<file path="src/hw/rtl/ebed_pkg.sv">
// Shared types and constants for the encoder / button event decoder.
// Used by ebed_logic and encoder_button_event_decoder; no dependencies.
package ebed_pkg;

    localparam int CFG_DATA_W  = 16;
    localparam int CFG_INDEX_W = 2;

    // Configuration register indexes
    localparam logic [CFG_INDEX_W-1:0] CFG_LONG_PRESS_MS     = 2'd0;
    localparam logic [CFG_INDEX_W-1:0] CFG_CONTROLS_DISABLED = 2'd1;
    localparam logic [CFG_INDEX_W-1:0] CFG_SOUND_ENABLE      = 2'd2;

    localparam logic [15:0] LONG_PRESS_MS_RST = 16'd1000;

    // Item kinds
    localparam logic KIND_ENCODER = 1'b0;
    localparam logic KIND_POLL    = 1'b1;

    // Micro-step count limits and click size
    localparam logic signed [7:0] STEP_MAX    = 8'sd124;
    localparam logic signed [7:0] STEP_MIN    = -8'sd124;
    localparam logic signed [7:0] CLICK_STEPS = 8'sd4;
    localparam logic signed [7:0] CLICK_POS   = 8'sd3;
    localparam logic signed [7:0] CLICK_NEG   = -8'sd3;

    typedef struct packed {
        logic        kind;
        logic        phase_a;
        logic        phase_b;
        logic        button_pressed;
        logic        cover_is_closed;
        logic        tank_present;
        logic [31:0] now_ms;
    } item_t;

    typedef struct packed {
        logic [15:0] long_press_ms;
        logic        controls_disabled;
        logic        sound_enable;
    } cfg_t;

    typedef struct packed {
        logic [1:0]        last_code;
        logic signed [7:0] step_count;
        logic              cover_state;
        logic              tank_state;
        logic              press_active;
        logic              long_active;
        logic [31:0]       press_start;
    } state_t;

    typedef struct packed {
        logic ev_cover_closed;
        logic ev_cover_opened;
        logic ev_tank_inserted;
        logic ev_tank_removed;
        logic ev_long_press;
        logic ev_short_press;
        logic ev_up;
        logic ev_down;
        logic beep_request;
    } events_t;

    // Next code going forward in the Gray sequence 0,2,3,1
    function automatic logic [1:0] gray_next(input logic [1:0] code);
        logic [1:0] nxt;
        unique case (code)
            2'd0:    nxt = 2'd2;
            2'd1:    nxt = 2'd0;
            2'd2:    nxt = 2'd3;
            2'd3:    nxt = 2'd1;
            default: nxt = 2'd0;
        endcase
        return nxt;
    endfunction

endpackage

</file>
<file path="src/hw/rtl/ebed_logic.sv">
// Next-state and event logic for one item of the encoder / button decoder.
// Depends on ebed_pkg.
module ebed_logic (
    input  ebed_pkg::item_t   item,
    input  ebed_pkg::cfg_t    cfg,
    input  ebed_pkg::state_t  st,
    output ebed_pkg::state_t  st_next,
    output ebed_pkg::events_t ev
);
    import ebed_pkg::*;

    logic [1:0]  code;
    logic        step_up;
    logic        step_down;
    logic [31:0] held_ms;

    assign code      = {item.phase_b, item.phase_a};
    assign step_up   = (code != st.last_code) && (gray_next(st.last_code) == code);
    assign step_down = (code != st.last_code) && !step_up
                       && (gray_next(code) == st.last_code);
    assign held_ms   = item.now_ms - st.press_start;

    always_comb
    begin
        st_next = st;
        ev      = '0;
        if (item.kind == KIND_ENCODER)
        begin
            st_next.last_code = code;
            if (step_up && (st.step_count != STEP_MAX))
            begin
                st_next.step_count = st.step_count + 8'sd1;
            end
            else if (step_down && (st.step_count != STEP_MIN))
            begin
                st_next.step_count = st.step_count - 8'sd1;
            end
        end
        else if (!cfg.controls_disabled)
        begin
            if (item.cover_is_closed != st.cover_state)
            begin
                ev.ev_cover_closed  = item.cover_is_closed;
                ev.ev_cover_opened  = !item.cover_is_closed;
                st_next.cover_state = item.cover_is_closed;
            end
            if (item.tank_present != st.tank_state)
            begin
                ev.ev_tank_inserted = item.tank_present;
                ev.ev_tank_removed  = !item.tank_present;
                st_next.tank_state  = item.tank_present;
            end
            if (item.button_pressed)
            begin
                if (!st.press_active)
                begin
                    st_next.press_active = 1'b1;
                    st_next.press_start  = item.now_ms;
                end
                else if (!st.long_active && (held_ms > {16'd0, cfg.long_press_ms}))
                begin
                    st_next.long_active = 1'b1;
                    ev.ev_long_press    = 1'b1;
                end
            end
            else if (st.press_active)
            begin
                ev.ev_short_press    = !st.long_active;
                st_next.long_active  = 1'b0;
                st_next.press_active = 1'b0;
            end
            // at most one click per poll
            if (st.step_count > CLICK_POS)
            begin
                st_next.step_count = st.step_count - CLICK_STEPS;
                ev.ev_up           = 1'b1;
            end
            else if (st.step_count < CLICK_NEG)
            begin
                st_next.step_count = st.step_count + CLICK_STEPS;
                ev.ev_down         = 1'b1;
            end
            ev.beep_request = cfg.sound_enable
                              && (ev.ev_long_press || ev.ev_short_press
                                  || ev.ev_up || ev.ev_down);
        end
    end

endmodule

</file>
<file path="src/hw/rtl/encoder_button_event_decoder.sv">
// Top level of the encoder / button event decoder: channel registers,
// decoder state and configuration registers. Depends on ebed_pkg, ebed_logic.
//
// Usage:
//   Input channel (in_valid / in_stall) carries one item per accepted cycle:
//   kind 0 is a quadrature pin sample, kind 1 a control poll with button,
//   cover, tank levels and a millisecond time stamp.
//   Output channel (out_valid / out_stall) returns exactly one result item
//   per input item, in order: nine event flags (all zero for pin samples).
//   Path: an accepted item goes to the input register, its result to the
//   result register. Throughput: one item per cycle while out_stall is low,
//   set by the single decoder state update between these two registers.
//   Stall: when the receiver holds out_stall, the result register keeps its
//   item, the input register may still fill once, and in_stall rises when
//   both are occupied; it clears in the same cycle the result is taken.
//   Configuration: cfg_write with cfg_index / cfg_data writes one register
//   (0 long_press_ms, 1 controls_disabled, 2 sound_enable); other indexes
//   are ignored. Write only while no item is in flight.
//   Reset (rst_n low, async): both channel stages empty, count zero, cover
//   open, tank removed, no press; long_press_ms 1000, sound on.
module encoder_button_event_decoder (
    input  logic                             clk,
    input  logic                             rst_n,
    // configuration
    input  logic                             cfg_write,
    input  logic [ebed_pkg::CFG_INDEX_W-1:0] cfg_index,
    input  logic [ebed_pkg::CFG_DATA_W-1:0]  cfg_data,
    // input channel
    input  logic                             in_valid,
    output logic                             in_stall,
    input  logic                             kind,
    input  logic                             phase_a,
    input  logic                             phase_b,
    input  logic                             button_pressed,
    input  logic                             cover_is_closed,
    input  logic                             tank_present,
    input  logic [31:0]                      now_ms,
    // output channel
    output logic                             out_valid,
    input  logic                             out_stall,
    output logic                             ev_cover_closed,
    output logic                             ev_cover_opened,
    output logic                             ev_tank_inserted,
    output logic                             ev_tank_removed,
    output logic                             ev_long_press,
    output logic                             ev_short_press,
    output logic                             ev_up,
    output logic                             ev_down,
    output logic                             beep_request
);
    import ebed_pkg::*;

    cfg_t    cfg_reg;
    state_t  state_reg;
    state_t  state_next;
    item_t   item_reg;
    logic    item_valid_reg;
    events_t ev_reg;
    events_t ev_next;
    logic    out_valid_reg;

    logic    out_free;   // result register can take a new item
    logic    item_move;  // input register item goes through the logic this cycle
    logic    in_take;

    assign out_free  = !out_valid_reg || !out_stall;
    assign item_move = item_valid_reg && out_free;
    assign in_stall  = item_valid_reg && !out_free;
    assign in_take   = in_valid && !in_stall;

    ebed_logic u_logic (
        .item    (item_reg),
        .cfg     (cfg_reg),
        .st      (state_reg),
        .st_next (state_next),
        .ev      (ev_next)
    );

    // configuration registers
    always_ff @(posedge clk or negedge rst_n)
    begin
        if (!rst_n)
        begin
            cfg_reg.long_press_ms     <= LONG_PRESS_MS_RST;
            cfg_reg.controls_disabled <= 1'b0;
            cfg_reg.sound_enable      <= 1'b1;
        end
        else if (cfg_write)
        begin
            unique case (cfg_index)
                CFG_LONG_PRESS_MS:     cfg_reg.long_press_ms     <= cfg_data;
                CFG_CONTROLS_DISABLED: cfg_reg.controls_disabled <= cfg_data[0];
                CFG_SOUND_ENABLE:      cfg_reg.sound_enable      <= cfg_data[0];
                default:               ;
            endcase
        end
    end

    // decoder state
    always_ff @(posedge clk or negedge rst_n)
    begin
        if (!rst_n)
        begin
            state_reg <= '0;
        end
        else if (item_move)
        begin
            state_reg <= state_next;
        end
    end

    // channel control
    always_ff @(posedge clk or negedge rst_n)
    begin
        if (!rst_n)
        begin
            item_valid_reg <= 1'b0;
            out_valid_reg  <= 1'b0;
        end
        else
        begin
            if (in_take)
            begin
                item_valid_reg <= 1'b1;
            end
            else if (item_move)
            begin
                item_valid_reg <= 1'b0;
            end
            if (out_free)
            begin
                out_valid_reg <= item_valid_reg;
            end
        end
    end

    // payload registers
    always_ff @(posedge clk)
    begin
        if (in_take)
        begin
            item_reg.kind            <= kind;
            item_reg.phase_a         <= phase_a;
            item_reg.phase_b         <= phase_b;
            item_reg.button_pressed  <= button_pressed;
            item_reg.cover_is_closed <= cover_is_closed;
            item_reg.tank_present    <= tank_present;
            item_reg.now_ms          <= now_ms;
        end
        if (item_move)
        begin
            ev_reg <= ev_next;
        end
    end

    assign out_valid        = out_valid_reg;
    assign ev_cover_closed  = ev_reg.ev_cover_closed;
    assign ev_cover_opened  = ev_reg.ev_cover_opened;
    assign ev_tank_inserted = ev_reg.ev_tank_inserted;
    assign ev_tank_removed  = ev_reg.ev_tank_removed;
    assign ev_long_press    = ev_reg.ev_long_press;
    assign ev_short_press   = ev_reg.ev_short_press;
    assign ev_up            = ev_reg.ev_up;
    assign ev_down          = ev_reg.ev_down;
    assign beep_request     = ev_reg.beep_request;

endmodule
</file>
<file path="config.mk">
export PLATFORM = sky130hd
export DESIGN_NAME = encoder_button_event_decoder
export DESIGN_NICKNAME = d
export VERILOG_FILES = /design/src/hw/rtl/ebed_pkg.sv /design/src/hw/rtl/ebed_logic.sv /design/src/hw/rtl/encoder_button_event_decoder.sv
export SDC_FILE = /design/constraint.sdc
export NUM_CORES = 1
export LEC_CHECK = 0
export ABC_AREA = 1
export BUFFER_PORTS_ARGS = -buffer_cell sky130_fd_sc_hd__buf_2
export CAP_MARGIN = 15
export CELL_PAD_IN_SITES_DETAIL_PLACEMENT = 0
export CELL_PAD_IN_SITES_GLOBAL_PLACEMENT = 1
export CORE_ASPECT_RATIO = 2
export CORE_UTILIZATION = 27
export DETAILED_ROUTE_END_ITERATION = 8
export PLACE_DENSITY = 0.57
export SYNTH_ARGS = -nofsm -noshare
export SYNTH_HDL_FRONTEND = slang
export SYNTH_SLANG_ARGS = --single-unit
</file>
<file path="constraint.sdc">
create_clock -name clk -period 2.8 [get_ports clk]
set_input_delay 0.42 -clock clk [delete_from_list [all_inputs] [get_ports clk]]
set_output_delay 0.42 -clock clk [all_outputs]
set_load 0.1 [all_outputs]
</file>
==> results.cfg <==
[sta]
slew_viol_final = 0
rsz0062_at_grt = yes
period_minus_slack_ps = 3190
period_share_pct = 114
clock_skew_ps = 6.52
setup_viol = 3
whs_ps = 143
hold_viol = 0
relSlewSlack_pct = 59.6
max_freq_ghz = 0.313
worst_slew_pin_slew_ps = 605
setup_ws_ps = -394

[floorplan]
die_w_microns = 121
die_h_microns = 241
rows = 87
initial_utilization_pct = 27.4
die_area_sq_um = 29200
core_sq_um = 28100
io_pins = 72

[place]
dp_slack_ps = -586
port-buffer-count = 71
gp_congestion = 0.863
dp_hpwl_microns = 19200

[hold_path]
hp-class = input port to register

[logic_synthesis]
synth_enable_flop_cells = 47
syn_inst = 1047
ys_seq_area_share_pct = 39.9
synth_top_flop_cell = dfrtp_1
synth_xor_area_share_pct = 2.50
ys_ff_latch = 113
synth_adder_area_share_pct = 10.0
ys_async_sr_fraction_pct = 58.4
ys_warn_count = 0
syn_nets = 1168
synthMuxAreaShare_pct = 0.439
synth_compound_area_share_pct = 7.72
syn_avg_cell_area_sq_um = 7.35
post_synth_num_cell_types = 41
synth-simple-area-share_pct = 27.7
syn_area_sq_um = 7690
synth_top_family_by_area = simple AND/OR/NAND/NOR gates

[clock_tree]
cts_root_buf = clkbuf_16
cts.reportedPaths.clkPinSlew_ps = 60
clock_tree.buffer_depth = 2
clock_sinks = 113
cts_buffers = 17
insertion_delay_ps = 440
cts_tree = yes
htree_num_levels = 4

[worst_setup_path]
ff2ff_setup_slack_ps = -390
crit_chain = ha_2, fa_2, inv_2, nand2_2, nand2_2, and2_4, nand2_4, nand3_4, xor2_2, ha_1, nand2_2, nor2_4, nand3_2, nor2_2, nand4_1, nand2_1, nand3_1, nor2_1, nand2_1, nor2_2, nand2_2, nand2_2, a21oi_2
worstPathArrival_ps = 3390
cp.required_ps = 3000
slowest_stage = dfrtp_1
r2r-start = state_reg[0]
critPathMaxStageDelay_ps = 390
crit_start = state_reg[0]
endpoint = beep_request
cpMostUsedCell = nand2_2
worstSetupStartpointType = register
crit_fanout = 3
setup.worst_path.class = register to register
rr_endpoint = beep_request
cp-end-kind = register
r2r_cells = 23

[drt]
wl_per_cell_microns = 14.7
drt_iter0_drc = 211
drt_first_pass_iters = 4
ant_nets = 0
viasPerCell = 4.26
route.detailed.drc = 0
vias = 6738
routed_wl_microns = 23200

[cells_and_area]
area_growth_pct = 32.3
layout_commonest_cell = nand2_1
seq_area_sq_um = 3070
antenna_cells = 0
largest_register_ffs = 46
drive_gt1_share_pct = 26.9
nets = 1335
fill_cells = 3036
final_cell_mix = nand2_1, inv_1, nor2_1, buf_4, a21oi_1
multiInputGateArea_sq_um = 4200

[pwr]
power.density_nw_per_um2 = 1120
total_power_mw = 11.4
ir_drop_uv = 510
leakage_nw = 5.35

[global_routing]
grt_max_degree = 64
grt_antenna_before_repair = 0
grt_pass1_wl_microns = 36300
grtUsageTotal_pct = 17.4
overflow = 0
grt_pass1_vias = 6908

[status]
violations = negative setup slack
status = finished, violations left

[run]
drv_cap = 0
cells in the mapped netlist, types with 2 or more instances:
library cell | count | area, sq um
xor2_1 | 19 | 166
xnor2_1 | 3 | 26.3
fa_1 | 3 | 60.1
a21oi_1 | 75 | 375
nand2_1 | 308 | 1160
nor2_2 | 7 | 43.8
nand3_1 | 34 | 170
edfxtp_1 | 47 | 1410
o21ai_2 | 2 | 17.5
a31oi_1 | 3 | 18.8
ha_1 | 57 | 713
clkinv_1 | 3 | 11.3
dfstp_2 | 7 | 184
nor4_1 | 2 | 12.5
inv_1 | 220 | 826
and3_1 | 4 | 25.0
o31ai_1 | 2 | 15.0
nand2_2 | 9 | 56.3
buf_2 | 4 | 20.0
mux2_2 | 3 | 33.8
o21ai_0 | 19 | 95.1
nand3_2 | 9 | 90.1
nor3_1 | 6 | 30.0
o22ai_1 | 3 | 18.8
nand4_1 | 6 | 37.5
clkbuf_1 | 5 | 18.8
dfrtp_1 | 59 | 1480
nor2_4 | 3 | 33.8
inv_2 | 3 | 11.3
nor3_2 | 2 | 20.0
nor2_1 | 108 | 405
a21oi_2 | 2 | 17.5
o21ai_1 | 2 | 10.0
cell families after synthesis:
logic type / after synthesis
flip-flops: 113
multiplexers: 3
AO/OA/AOI/OAI: 110
adder cells (fa/ha/maj): 60
buffers and inverters: 236
XOR/XNOR: 22
AND/OR/NAND/NOR: 503
repair_timing:
item	4_1_cts	5_1_grt
endpoints found under the hold margin	3	0
endpoints found under the setup margin	3	4
pin swaps	11	39
hold buffers	1	0
buffers inserted	3	7
gates resized for setup	41	68
worst max-delay path, delay by kind of cell (launching register included):
kind | cells | cell delay [ps]
AOI/OAI and AO/OA | 1 | 50
xor gates and xnor gates | 1 | 70
adders and majority gates | 3 | 820
buffers and inverters | 1 | 80
DFF | 1 | 390
and+or+nand+nor | 17 | 1520
how the worst min path moves through the flow:
stage	from	to	cells past startpoint
2_1_floorplan	rst_n	cfg_reg[12]	0
3_3_place_gp	rst_n	cfg_reg[14]	1
3_5_place_dp	rst_n	cfg_reg[17]	1
4_1_cts	phase_a	item_reg[36]	1
5_1_grt	now_ms[22]	item_reg[22]	1
6_report	phase_a	item_reg[36]	1
where the power goes:
part | leakage, nW | switching, mW | total (mW) | internal [mW]
Sequential | 1.19 | 0.194 | 2.36 | 2.17
Combinational | 3.90 | 4.12 | 6.98 | 2.85
Clock | 0.266 | 0.856 | 2.08 | 1.22
Total | 5.35 | 5.17 | 11.4 | 6.24
per-stage QoR:
| stage | cells | TNS, ps | util (%) | instance area [sq um] |
|---|---|---|---|---|
| finish | 1583 | -1150 | 36.2 | 10200 |
| global placement | 1541 | -1460 | 32.3 | 9070 |
| detailed placement | 1541 | -1620 | 32.3 | 9070 |
| global route | 1583 | -1820 | 36.2 | 10200 |
| CTS | 1576 | -1210 | 35.3 | 9920 |
| floorplan | 1047 | -222 | - | 7700 |
layout make-up:
class / instances / area share, %
multi-input combinational: 698 / 41.3
sequential: 113 / 30.2
timing repair buffer: 158 / 10.3
inverter: 226 / 8.34
tap: 356 / 4.38
clock buffer: 17 / 4.18
clock inverter: 15 / 1.33
metal layers:
layer  vias up  track usage [%]  part of all wire [%]  wire length, microns
met5         -                0                     0                     0
met4         0             11.6                   5.4                  1250
met3        45             2.88                   2.0                   471
met2        83             35.0                    60                 13900
met1      3041             15.0                    33                  7590
li1       3569                -                     -                     -
(Power assumes the default switching activity.)
